`config.mk`:
```
export PLATFORM = sky130hd
export DESIGN_NAME = run_length_encoder
export DESIGN_NICKNAME = d
export VERILOG_FILES = /design/src/rtl/rle_pkg.sv /design/src/rtl/run_length_encoder.sv /design/src/rtl/rle_front.sv /design/src/rtl/rle_cmd_fifo.sv /design/src/rtl/rle_back.sv
export VERILOG_INCLUDE_DIRS = /design/src /design/src/rtl
export SDC_FILE = /design/constraint.sdc
export NUM_CORES = 1
export LEC_CHECK = 0
export BUFFER_PORTS_ARGS = -buffer_cell sky130_fd_sc_hd__buf_2
export CAP_MARGIN = 10
export CORE_MARGIN = 4
export CORE_UTILIZATION = 55
export DETAILED_ROUTE_END_ITERATION = 10
export GPL_TIMING_DRIVEN = 0
export PLACE_DENSITY = 0.7
export REMOVE_ABC_BUFFERS = 1
export SKIP_CTS_REPAIR_TIMING = 1
export SLEW_MARGIN = 10
export SYNTH_ARGS = -nofsm -noshare
export SYNTH_HDL_FRONTEND = slang
export SYNTH_SLANG_ARGS = --single-unit
```
`constraint.sdc`:
```
create_clock -name clk -period 4.05 [get_ports clk]
set_input_delay 0.2025 -clock clk [delete_from_list [all_inputs] [get_ports clk]]
set_output_delay 0.2025 -clock clk [all_outputs]
set_load 0.05 [all_outputs]
```
`src/rtl/run_length_encoder_macros.svh`:
```
// ---------------------------------------------------------------------------
// Run-length encoder assertion macros
// Shared concurrent assertion forms used by the encoder top level.
// ---------------------------------------------------------------------------
`ifndef RUN_LENGTH_ENCODER_MACROS_SVH
`define RUN_LENGTH_ENCODER_MACROS_SVH

// Same-cycle implication, disabled while reset is asserted.
`define RLE_ASSERT_IMPLY(lbl, clk_i, rst_ni, ante, cons) \
	lbl: assert property (@(posedge clk_i) disable iff (!rst_ni) (ante) |-> (cons)) \
		else $error("rle assertion failed");

// Next-cycle implication, disabled while reset is asserted.
`define RLE_ASSERT_NEXT(lbl, clk_i, rst_ni, ante, cons) \
	lbl: assert property (@(posedge clk_i) disable iff (!rst_ni) (ante) |=> (cons)) \
		else $error("rle assertion failed");

`endif

```
`src/rtl/rle_pkg.sv`:
```
// ---------------------------------------------------------------------------
// Run-length encoder package
// Widths, constants and the command and result types shared by the encoder.
// ---------------------------------------------------------------------------
`timescale 1ns / 1ps
`default_nettype none

package rle_pkg;

	localparam int VALUE_WIDTH = 16;
	localparam int COUNT_WIDTH = 16;
	localparam int PORT_WIDTH  = 16;
	localparam int CMD_DEPTH   = 4;
	localparam int CMD_PTR_W   = $clog2(CMD_DEPTH);

	typedef logic [VALUE_WIDTH-1:0] value_t;
	typedef logic [COUNT_WIDTH-1:0] count_t;

	localparam count_t COUNT_ONE = count_t'(1);
	localparam count_t COUNT_MAX = '1;

	typedef struct packed {
		value_t value;
		count_t count;
		logic   last;
	} pair_t;

	// One command per accepted item that emits a pair: the run it closed and the final flush.
	typedef struct packed {
		logic  prev_vld;
		pair_t prev;
		logic  fin_vld;
		pair_t fin;
	} cmd_t;

endpackage

`default_nettype wire

```
`src/rtl/run_length_encoder.sv`:
```
// ---------------------------------------------------------------------------
// Run-length encoder
// Streams values in and (value, length) run pairs out, list by list.
// ---------------------------------------------------------------------------
// Input queue side: drive sample_value and end_of_list with push; an item
// transfers on a clock edge with push high and full low.
// Output queue side: while empty is low, the oldest pair sits on run_value,
// run_length and last_run; it transfers on an edge with pop high.
// With nothing waiting ahead of it, a pair caused by an item is written into the
// command queue on the item's transfer and then loaded into the output register.
// Items that only lengthen a run emit nothing.
// Throughput: one item per cycle while items emit at most one pair each and the
// receiver keeps popping; an item that closes a run and ends the list emits two
// pairs, which the output register takes one after the other. The four-entry
// command queue absorbs such bursts; full rises only when it fills.
// A run that reaches the largest count is emitted and a new run opened.
// When the receiver stalls, the output pair holds, the queue fills and full
// rises; the open run is kept across the stall.
// Reset clears the open run, the queue and the output valid flag; empty is high
// and full is low after reset.
// ---------------------------------------------------------------------------
`timescale 1ns / 1ps
`default_nettype none
`include "run_length_encoder_macros.svh"

module run_length_encoder
	import rle_pkg::*;
(
	input  wire logic                  clk,
	input  wire logic                  arst_n,
	input  wire logic                  push,
	output logic                       full,
	input  wire logic [PORT_WIDTH-1:0] sample_value,
	input  wire logic                  end_of_list,
	output logic                       empty,
	input  wire logic                  pop,
	output logic [PORT_WIDTH-1:0]      run_value,
	output logic [PORT_WIDTH-1:0]      run_length,
	output logic                       last_run
);

	logic cmd_push;
	cmd_t cmd_wr;
	logic cmd_full;
	logic cmd_pop;
	cmd_t cmd_rd;
	logic cmd_empty;

	assign full = cmd_full;

	rle_front u_front (
		.clk          (clk),
		.arst_n       (arst_n),
		.push         (push),
		.sample_value (sample_value),
		.end_of_list  (end_of_list),
		.cmd_full     (cmd_full),
		.cmd_push     (cmd_push),
		.cmd_data     (cmd_wr)
	);

	rle_cmd_fifo u_fifo (
		.clk     (clk),
		.arst_n  (arst_n),
		.wr_en   (cmd_push),
		.wr_data (cmd_wr),
		.full    (cmd_full),
		.rd_en   (cmd_pop),
		.rd_data (cmd_rd),
		.empty   (cmd_empty)
	);

	rle_back u_back (
		.clk        (clk),
		.arst_n     (arst_n),
		.cmd_data   (cmd_rd),
		.cmd_empty  (cmd_empty),
		.cmd_pop    (cmd_pop),
		.pop        (pop),
		.empty      (empty),
		.run_value  (run_value),
		.run_length (run_length),
		.last_run   (last_run)
	);

	`RLE_ASSERT_IMPLY(a_no_write_when_full, clk, arst_n, cmd_push, !cmd_full)
	`RLE_ASSERT_IMPLY(a_no_read_when_empty, clk, arst_n, cmd_pop, !cmd_empty)
	`RLE_ASSERT_IMPLY(a_length_nonzero, clk, arst_n, !empty, run_length != '0)
	`RLE_ASSERT_NEXT(a_cmd_drains, clk, arst_n, !cmd_empty && empty, !empty)

endmodule

`default_nettype wire

```
`src/rtl/rle_front.sv`:
```
// ---------------------------------------------------------------------------
// Run-length encoder front end
// Holds the open run, classifies each item and queues the pairs it emits.
// ---------------------------------------------------------------------------
`timescale 1ns / 1ps
`default_nettype none

module rle_front
	import rle_pkg::*;
(
	input  wire logic                  clk,
	input  wire logic                  arst_n,
	input  wire logic                  push,
	input  wire logic [PORT_WIDTH-1:0] sample_value,
	input  wire logic                  end_of_list,
	input  wire logic                  cmd_full,
	output logic                       cmd_push,
	output cmd_t                       cmd_data
);

	value_t cur_value_q;
	count_t cur_count_q;
	logic   run_open_q;

	value_t in_value;
	logic   accept;
	logic   extend;
	value_t nxt_value;
	count_t nxt_count;

	assign in_value = value_t'(sample_value);
	assign accept   = push && !cmd_full;
	assign extend   = run_open_q && (in_value == cur_value_q) && (cur_count_q != COUNT_MAX);

	always_comb begin
		if (extend) begin
			nxt_value = cur_value_q;
			nxt_count = cur_count_q + COUNT_ONE;
		end else begin
			nxt_value = in_value;
			nxt_count = COUNT_ONE;
		end
		cmd_data.prev_vld   = run_open_q && !extend;
		cmd_data.prev.value = cur_value_q;
		cmd_data.prev.count = cur_count_q;
		cmd_data.prev.last  = 1'b0;
		cmd_data.fin_vld    = end_of_list;
		cmd_data.fin.value  = nxt_value;
		cmd_data.fin.count  = nxt_count;
		cmd_data.fin.last   = 1'b1;
	end

	// queue only items that emit something
	assign cmd_push = accept && (cmd_data.prev_vld || cmd_data.fin_vld);

	always_ff @(posedge clk or negedge arst_n) begin
		if (!arst_n) begin
			cur_value_q <= '0;
			cur_count_q <= '0;
			run_open_q  <= 1'b0;
		end else if (accept) begin
			if (end_of_list) begin
				cur_value_q <= '0;
				cur_count_q <= '0;
				run_open_q  <= 1'b0;
			end else begin
				cur_value_q <= nxt_value;
				cur_count_q <= nxt_count;
				run_open_q  <= 1'b1;
			end
		end
	end

endmodule

`default_nettype wire

```
`src/rtl/rle_cmd_fifo.sv`:
```
// ---------------------------------------------------------------------------
// Run-length encoder command queue
// Short queue of commands between the front end and the emitter.
// ---------------------------------------------------------------------------
`timescale 1ns / 1ps
`default_nettype none

module rle_cmd_fifo
	import rle_pkg::*;
(
	input  wire logic clk,
	input  wire logic arst_n,
	input  wire logic wr_en,
	input  wire cmd_t wr_data,
	output logic      full,
	input  wire logic rd_en,
	output cmd_t      rd_data,
	output logic      empty
);

	cmd_t                 mem_q [CMD_DEPTH];
	logic [CMD_PTR_W-1:0] wr_ptr_q;
	logic [CMD_PTR_W-1:0] rd_ptr_q;
	logic [CMD_PTR_W:0]   fill_q;

	assign full    = (fill_q == (CMD_PTR_W+1)'(CMD_DEPTH));
	assign empty   = (fill_q == '0);
	assign rd_data = mem_q[rd_ptr_q];

	always_ff @(posedge clk) begin
		if (wr_en) begin
			mem_q[wr_ptr_q] <= wr_data;
		end
	end

	always_ff @(posedge clk or negedge arst_n) begin
		if (!arst_n) begin
			wr_ptr_q <= '0;
			rd_ptr_q <= '0;
			fill_q   <= '0;
		end else begin
			if (wr_en) begin
				wr_ptr_q <= (wr_ptr_q == CMD_PTR_W'(CMD_DEPTH - 1)) ? '0 : wr_ptr_q + 1'b1;
			end
			if (rd_en) begin
				rd_ptr_q <= (rd_ptr_q == CMD_PTR_W'(CMD_DEPTH - 1)) ? '0 : rd_ptr_q + 1'b1;
			end
			if (wr_en && !rd_en) begin
				fill_q <= fill_q + 1'b1;
			end else if (rd_en && !wr_en) begin
				fill_q <= fill_q - 1'b1;
			end
		end
	end

endmodule

`default_nettype wire

```
`src/rtl/rle_back.sv`:
```
// ---------------------------------------------------------------------------
// Run-length encoder emitter
// Splits queued commands into pairs and holds one pair in the output register.
// ---------------------------------------------------------------------------
`timescale 1ns / 1ps
`default_nettype none

module rle_back
	import rle_pkg::*;
(
	input  wire logic                   clk,
	input  wire logic                   arst_n,
	input  wire cmd_t                   cmd_data,
	input  wire logic                   cmd_empty,
	output logic                        cmd_pop,
	input  wire logic                   pop,
	output logic                        empty,
	output logic [PORT_WIDTH-1:0]       run_value,
	output logic [PORT_WIDTH-1:0]       run_length,
	output logic                        last_run
);

	logic  out_vld_q;
	pair_t out_q;
	logic  half_q;

	logic  load;
	logic  send_prev;

	assign load      = !cmd_empty && (!out_vld_q || pop);
	assign send_prev = cmd_data.prev_vld && !half_q;
	// hold the command while its flush pair is still to go
	assign cmd_pop   = load && !(send_prev && cmd_data.fin_vld);

	always_ff @(posedge clk) begin
		if (load) begin
			out_q <= send_prev ? cmd_data.prev : cmd_data.fin;
		end
	end

	always_ff @(posedge clk or negedge arst_n) begin
		if (!arst_n) begin
			out_vld_q <= 1'b0;
			half_q    <= 1'b0;
		end else begin
			if (load) begin
				out_vld_q <= 1'b1;
				half_q    <= send_prev && cmd_data.fin_vld;
			end else if (pop) begin
				out_vld_q <= 1'b0;
			end
		end
	end

	assign empty      = !out_vld_q;
	assign run_value  = PORT_WIDTH'(out_q.value);
	assign run_length = PORT_WIDTH'(out_q.count);
	assign last_run   = out_q.last;

endmodule

`default_nettype wire
```
# After elaboration in Yosys (flattened, before gate mapping)

Memory sizes are Yosys's and may differ from the RTL's.
Index checks and enable logic that the tools add are counted.

Memories kept: 1
Memory bits (writable): 264
Flip-flop bits (word level): 75
Input port bits: 21
Word-level logic and storage cells: 60
Output and inout port bits: 35

Memory list:

| name         | depth | width | rd ports | clocked after memory_dff | wr ports | line               | text |
|---|---|---|---|---|---|---|---|
| u_fifo.mem_q | 4     | 66    | 1        | 0                        | 1        | rle_cmd_fifo.sv:21 | `cmd_t mem_q [CMD_DEPTH];` |

Eq/ne operators: 5
$add $sub $neg: 5
Reduce and logical (&&, ||, !) cells: 24
Muxes and demuxes: 14

Operators by type and width:

| cell                    | number |
|---|---|
| $mux W16                | 4 |
| $mux W33                | 1 |
| $add A16 B1 Y16 const B | 1 |
| $eq A16 B16 Y1          | 1 |
| $ne A16 B16 Y1 const B  | 1 |
| $logic_and A1 B1 Y1     | 11 |
| $logic_not A1 Y1        | 8 |
| $mux W3                 | 2 |
| $mux W1                 | 5 |
| $add A2 B1 Y2 const B   | 2 |
| $eq A2 B2 Y1 const B    | 2 |
| $mux W2                 | 2 |
| $reduce_bool A2 Y1      | 2 |
| $add A3 B1 Y3 const B   | 1 |
| $eq A3 B3 Y1 const B    | 1 |
| $logic_not A3 Y1        | 1 |
| $sub A3 B1 Y3 const B   | 1 |
| $logic_or A1 B1 Y1      | 2 |

# Depth between registers and ports, before layout

Depth after elaboration: 11
Depth in mapped cells: 12
Gate-level depth less buffers: 12

# Cells and area by module

Synthesis repeated with hierarchy kept, for this count alone.

Cell total of the unflattened synthesis: 730
Area total of the unflattened synthesis: 14,084.8 um^2

By module, submodules not included:

| module       | instances | cells each | area each (um^2) | sequential area each (um^2) |
|---|---|---|---|---|
| rle_cmd_fifo | 1         | 393        | 10,307.4         | 8,343.0 |
| rle_front    | 1         | 256        | 2,124.5          | 825.8 |
| rle_back     | 1         | 81         | 1,652.8          | 1,041.0 |

# Least setup slack after synthesis

No wires, ideal clock.

Path type: register to register
From: reg u_fifo.fill_q[0]
To: reg u_fifo.fill_q[1]
Setup time: 0.125 ns
Buffers on the path: 0
Setup slack: 0.331 ns
Required time: 3.925 ns
Clock period less this slack: 3.719 ns
Cell stages (with the launch flop): 8
Arrival time: 3.594 ns
Cell sequence: dfrtp_1 nor3_1 a21oi_1 nand2_1 ha_1 inv_1 fa_1 mux2_2

Cells in the longest elaborated chain, start to end: 7
Elaborated cells between the ends (all ways): 17
Those cells by class: add/sub: 2; eq/ne: 1; mux: 2; reduce/logical: 12

RTL lines:

| element                                       | line               | text |
|---|---|---|
| start: declaration                            | rle_cmd_fifo.sv:24 | `logic [CMD_PTR_W:0] fill_q;` |
| start signal: assignment                      | rle_cmd_fifo.sv:49 | `fill_q <= fill_q + 1'b1;` |
| start signal: assignment                      | rle_cmd_fifo.sv:51 | `fill_q <= fill_q - 1'b1;` |
| $logic_not A3 Y1 (*)                          | rle_cmd_fifo.sv:27 | `assign empty = (fill_q == '0);` |
| $logic_not A1 Y1 (*)                          | rle_back.sv:30     | `assign load = !cmd_empty && (!out_vld_q \|\| pop);` |
| $logic_and A1 B1 Y1 (*)                       | rle_back.sv:30     |  |
| net u_back.load                               | rle_back.sv:27     | `logic load;` |
| $logic_and A1 B1 Y1 (*)                       | rle_back.sv:33     | `assign cmd_pop = load && !(send_prev && cmd_data.fin_vld);` |
| $logic_not A1 Y1                              | rle_cmd_fifo.sv:48 | `if (wr_en && !rd_en) begin` |
| $logic_and A1 B1 Y1                           | rle_cmd_fifo.sv:48 |  |
| $mux W3 or $reduce_bool A2 Y1 (tied branches) | --                 |  |

The timed path passes the listed nets; every way through them passes the cells marked *. The select of a mux whose other input is x is not followed.
A chain may end at the register's enable or synchronous reset.

# Worst setup path in the final report

From: reg u_front.cur_count_q[0]
To: reg u_fifo.fill_q[2]

Cells in the longest elaborated chain, start to end: 9
Elaborated cells between the ends (all ways): 11
Those cells by class: eq/ne: 1; mux: 1; reduce/logical: 9

RTL lines:

| element                      | line                     | text |
|---|---|---|
| start: declaration           | rle_front.sv:22          | `count_t cur_count_q;` |
| start signal: assignment     | rle_front.sv:68          | `cur_count_q <= nxt_count;` |
| $ne A16 B16 Y1 (*)           | rle_front.sv:33          | `assign extend = run_open_q && (in_value == cur_value_q) && (cur_count_q != COUNT_MAX);` |
| $logic_and A1 B1 Y1 (*)      | rle_front.sv:33          |  |
| $logic_not A1 Y1 (*)         | rle_front.sv:43          | `cmd_data.prev_vld = run_open_q && !extend;` |
| $logic_and A1 B1 Y1 (*)      | rle_front.sv:43          |  |
| $logic_or A1 B1 Y1 (*)       | rle_front.sv:54          | `assign cmd_push = accept && (cmd_data.prev_vld \|\| cmd_data.fin_vld);` |
| $logic_and A1 B1 Y1 (*)      | rle_front.sv:54          |  |
| net cmd_push                 | run_length_encoder.sv:42 | `logic cmd_push;` |
| $logic_not A1 Y1             | rle_cmd_fifo.sv:50       | `end else if (rd_en && !wr_en) begin` |
| $logic_and A1 B1 Y1          | rle_cmd_fifo.sv:50       |  |
| $reduce_bool A2 Y1 (no line) | --                       |  |

The timed path passes the listed nets; every way through them passes the cells marked *.

==> summary.md <==
### Pwr
• 32.5% — combinational group share of total power
• 4109 uW — switching component of the power
• 749.6 mW/mm2 — power density over the cells
• 0.4429 mV — worst ir drop on vdd
• 0.005701 uW — total leakage power
• 7765 uW — cell-internal power
• 34.60% — proportion of total power due to net switching
• 25.4% — clock group share of total power
• 42.1% — sequential share of power

### Logic synthesis
• 12.39% — fraction of registers with async set/reset
• 985 — number of standard cells after synthesis
• sky130_fd_sc_hd__edfxtp_1, sky130_fd_sc_hd__dfrtp_1, sky130_fd_sc_hd__nand2_1 — synth top area cells
• 339 — register bit total from synthesis
• sky130_fd_sc_hd__edfxtp_1 — Yosys top cell by area
• 0.01367 mm2 — Post-Synthesis Cell Area
• 72.91% — portion of the post-synthesis area used by sequential elements
• 65.22% — area share of the leading cell type in the synthesized netlist
• sky130_fd_sc_hd__edfxtp_1 — prevailing post-synth register cell
• 0 — yosys synthesis warning count
• 49 — Synth cell types
• 13.88 um2 — synthesized area per cell
• 297 — number of flops mapped to enable cells by yosys

### Floorplanning
• 165.7 um — vertical die dimension
• 0.02439 mm2 — area of the placeable core
• 56.06% — effective utilization at floorplan
• 165.7 um — floorplan die width
• 56 — I/O pins
• 57 — standard-cell rows
• 0.02745 mm2 — area enclosed by the die boundary

### Global route
• 44,770 um — global-route wire length before repair
• 0 — global-route congestion overflow total
• 20.56% — total track usage
• 8,059 — vias in the first global route
• 0 — number of antenna violations at the first check in global routing
• 66 — maximum number of pins on one net before global-route repair

### Placed design
• 0.01457 mm2 — Placement Cell Area
• 436.8 ps — pre-CTS setup slack
• 16,920 um — Post-DP HPWL
• 0.7341 — routability cong.
• 55 — Port Buffers

### Routing
• 28,250 um — final wirelength
• 703 — starting DRC count in detailed routing
• 5.732 — via/cell ratio
• 0 — number of remaining DRC errors
• 20.27 um — average detailed-routed wire length per instance
• 0 — count of antenna-violating nets left after detailed routing
• 7,990 — via count
• 5 — length of the first detailed-routing pass in iterations

### Worst hold path
• 4 — WHS Path Cells
• u_front.cur_count_q[10] — Hold Path Sink
• push — Worst Hold Launch
• in2reg — path category of the worst min-delay check

### Timing
• 47.61% — Max-Slew Margin vs Limit
• 274.3 MHz — fmax
• 404.5 ps — min setup slack post-route
• 90.01% — fraction of the cycle the final worst path needs
• 0 — Max Transition Viols Final
• 3645 ps — Period minus WS final
• 13.90 ps — setup clock skew after layout
• 0 — Final Hold Violating Endpoints
• 0 — number of endpoints failing setup at the final stage
• 152.1 ps — final hold slack
• 0 ps — Total Neg Setup Slack
• 785.9 ps — transition time at the pin with the least slew margin
• no — setup repair after global routing missed its margin

### Critical path
• reg2reg — CP Class
• 12 — cell depth of the worst flop-to-flop path
• flip-flop — Critical Path Start Type
• 400 ps — register-to-register setup slack
• u_front.cur_count_q[0] — worst flop-to-flop path startpoint
• 4470 ps — required time reported for the critical path endpoint
• 10 — maximum fanout along the worst path
• 4060 ps — Critical Path AT
• flip-flop — type of destination of the critical path
• u_fifo.fill_q[2] — reg-to-reg endpoint

### Clocking
• sky130_fd_sc_hd__clkbuf_16 — buffer type at the clock tree root
• 3 — Bufs on Longest Clock Path
• 34 — total clock buffers created by CTS
• 500 ps — insertion delay to the later sink of the worst-skew pair
• 2 — H-tree levels
• done — TritonCTS clock tree
• 339 — TritonCTS sink count
• 60 ps — Worst-path clk slew

### Finish
• 0.003452 mm2 — multi-input logic area
• 15.84% — synth-to-layout area growth
• sky130_fd_sc_hd__edfxtp_1, sky130_fd_sc_hd__nand2_1, sky130_fd_sc_hd__buf_2, sky130_fd_sc_hd__dfrtp_1, sky130_fd_sc_hd__mux2_2 — most frequent cells in the layout
• 1,759 — FILL cells
• 0.01584 mm2 — Final Instance Area
• 1,074 — fin nets
• 0 — antenna diode count
• 17.29% — share of final-layout standard cells stronger than drive strength 1
• 64.94% — Util after Layout
• 0.009972 mm2 — Reg area
• sky130_fd_sc_hd__edfxtp_1 — leading cell type in the layout, fill and taps excluded

### Run status
• finished, final reports clean — result of the run

### Job
• 0 — max-capacitance violation count

critical path: stages, from the launching register on:
cell and delay, ps:
sky130_fd_sc_hd__dfrtp_1 500, sky130_fd_sc_hd__ha_1 360, sky130_fd_sc_hd__nand2_1 130, sky130_fd_sc_hd__nor4_1 550
sky130_fd_sc_hd__and2_1 380, sky130_fd_sc_hd__nor4_4 160, sky130_fd_sc_hd__nor3_4 300, sky130_fd_sc_hd__ha_1 240
sky130_fd_sc_hd__inv_1 70, sky130_fd_sc_hd__fa_1 430, sky130_fd_sc_hd__xor2_1 170, sky130_fd_sc_hd__nor2_1 120
sky130_fd_sc_hd__xor2_1 160
layer usage:
layer	global-route usage, %	vias to the layer above	share of wire [%]
met5	0	-	0
met4	5.846	0	2.1
met3	3.527	56	5.6
met2	34.41	226	50
met1	28.20	3963	42
li1	-	3745	-
sequential cells by signal (all words and copies together), names as in the netlist:
signal / cells
u_fifo.fill_q: 3
u_fifo.mem_q: 264
u_back.run_value: 16
u_front.run_open_q: 1
u_back.last_run: 1
u_back.half_q: 1
u_back.run_length: 16
u_front.cur_value_q: 16
u_front.cur_count_q: 16
u_fifo.rd_ptr_q: 2
u_back.out_vld_q: 1
u_fifo.wr_ptr_q: 2
worst max path at each step:
stage | startpoint | slack (ps) | end
2_1_floorplan | u_fifo.rd_ptr_q[1] | -1450 | u_back.run_length[0]
3_3_place_gp | u_fifo.rd_ptr_q[1] | -5860 | u_back.run_length[1]
3_5_place_dp | u_front.cur_count_q[0] | 440 | u_fifo.fill_q[2]
4_1_cts | u_front.cur_count_q[0] | 390 | u_fifo.fill_q[2]
5_1_grt | u_front.cur_count_q[0] | 110 | u_fifo.fill_q[2]
6_report | u_front.cur_count_q[0] | 400 | u_fifo.fill_q[2]
power groups by stage:
stage | combinational [uW] | clock [uW] | sequential [uW]
global placement | 3390 | 0 | 5200
finish | 3860 | 3010 | 5000
floorplan | 1750 | 0 | 5680
global route | 4180 | 3230 | 5070
detailed placement | 3870 | 0 | 5060
CTS | 3890 | 3070 | 5000
per-stage QoR:
step / power (uW) / cells
after global routing: 12480 / 1394
final: 11870 / 1394
after CTS: 11960 / 1376
after global placement: 8587 / 1294
after detailed placement: 8938 / 1315
after floorplan: 7427 / 915
logic make-up (layout without fill, tap and decap cells):
family | Yosys count | after routing | share of synthesized area (%)
flip-flops | 339 | 339 | 72.91
XOR/XNOR | 26 | 26 | 1.665
multiplexers | 40 | 40 | 3.358
buffers and inverters | 80 | 165 | 2.333
AO/OA/AOI/OAI | 111 | 111 | 6.176
AND/OR/NAND/NOR | 381 | 381 | 12.77
adder cells (fa/ha/maj) | 8 | 8 | 0.7869
area by class of cell:
| class | instances | share of cell area (%) |
|---|---|---|
| multi-input cells | 566 | 21.79 |
| clock inverters | 6 | 0.4186 |
| well taps | 324 | 2.559 |
| inverters | 10 | 0.2528 |
| clock buffers | 55 | 6.445 |
| repair buffers | 94 | 5.577 |
| flip-flops and latches | 339 | 62.95 |
synthesized netlist by cell type (all sizes together) (3+ instances only):
| master | count |
|---|---|
| edfxtp | 297 |
| inv | 10 |
| o21a | 3 |
| nand4 | 11 |
| xnor2 | 20 |
| or2 | 5 |
| buf | 14 |
| and2 | 12 |
| o221ai | 4 |
| a311oi | 32 |
| or3 | 5 |
| nor4 | 3 |
| ha | 7 |
| nand2b | 16 |
| a221oi | 32 |
| nand2 | 242 |
| xor2 | 6 |
| mux2 | 37 |
| and3 | 33 |
| clkbuf | 56 |
| nor2b | 5 |
| nor3 | 10 |
| nand3 | 10 |
| a21oi | 8 |
| o21ai | 25 |
| nor2 | 22 |
| dfrtp | 42 |
(Power assumes the default switching activity.)
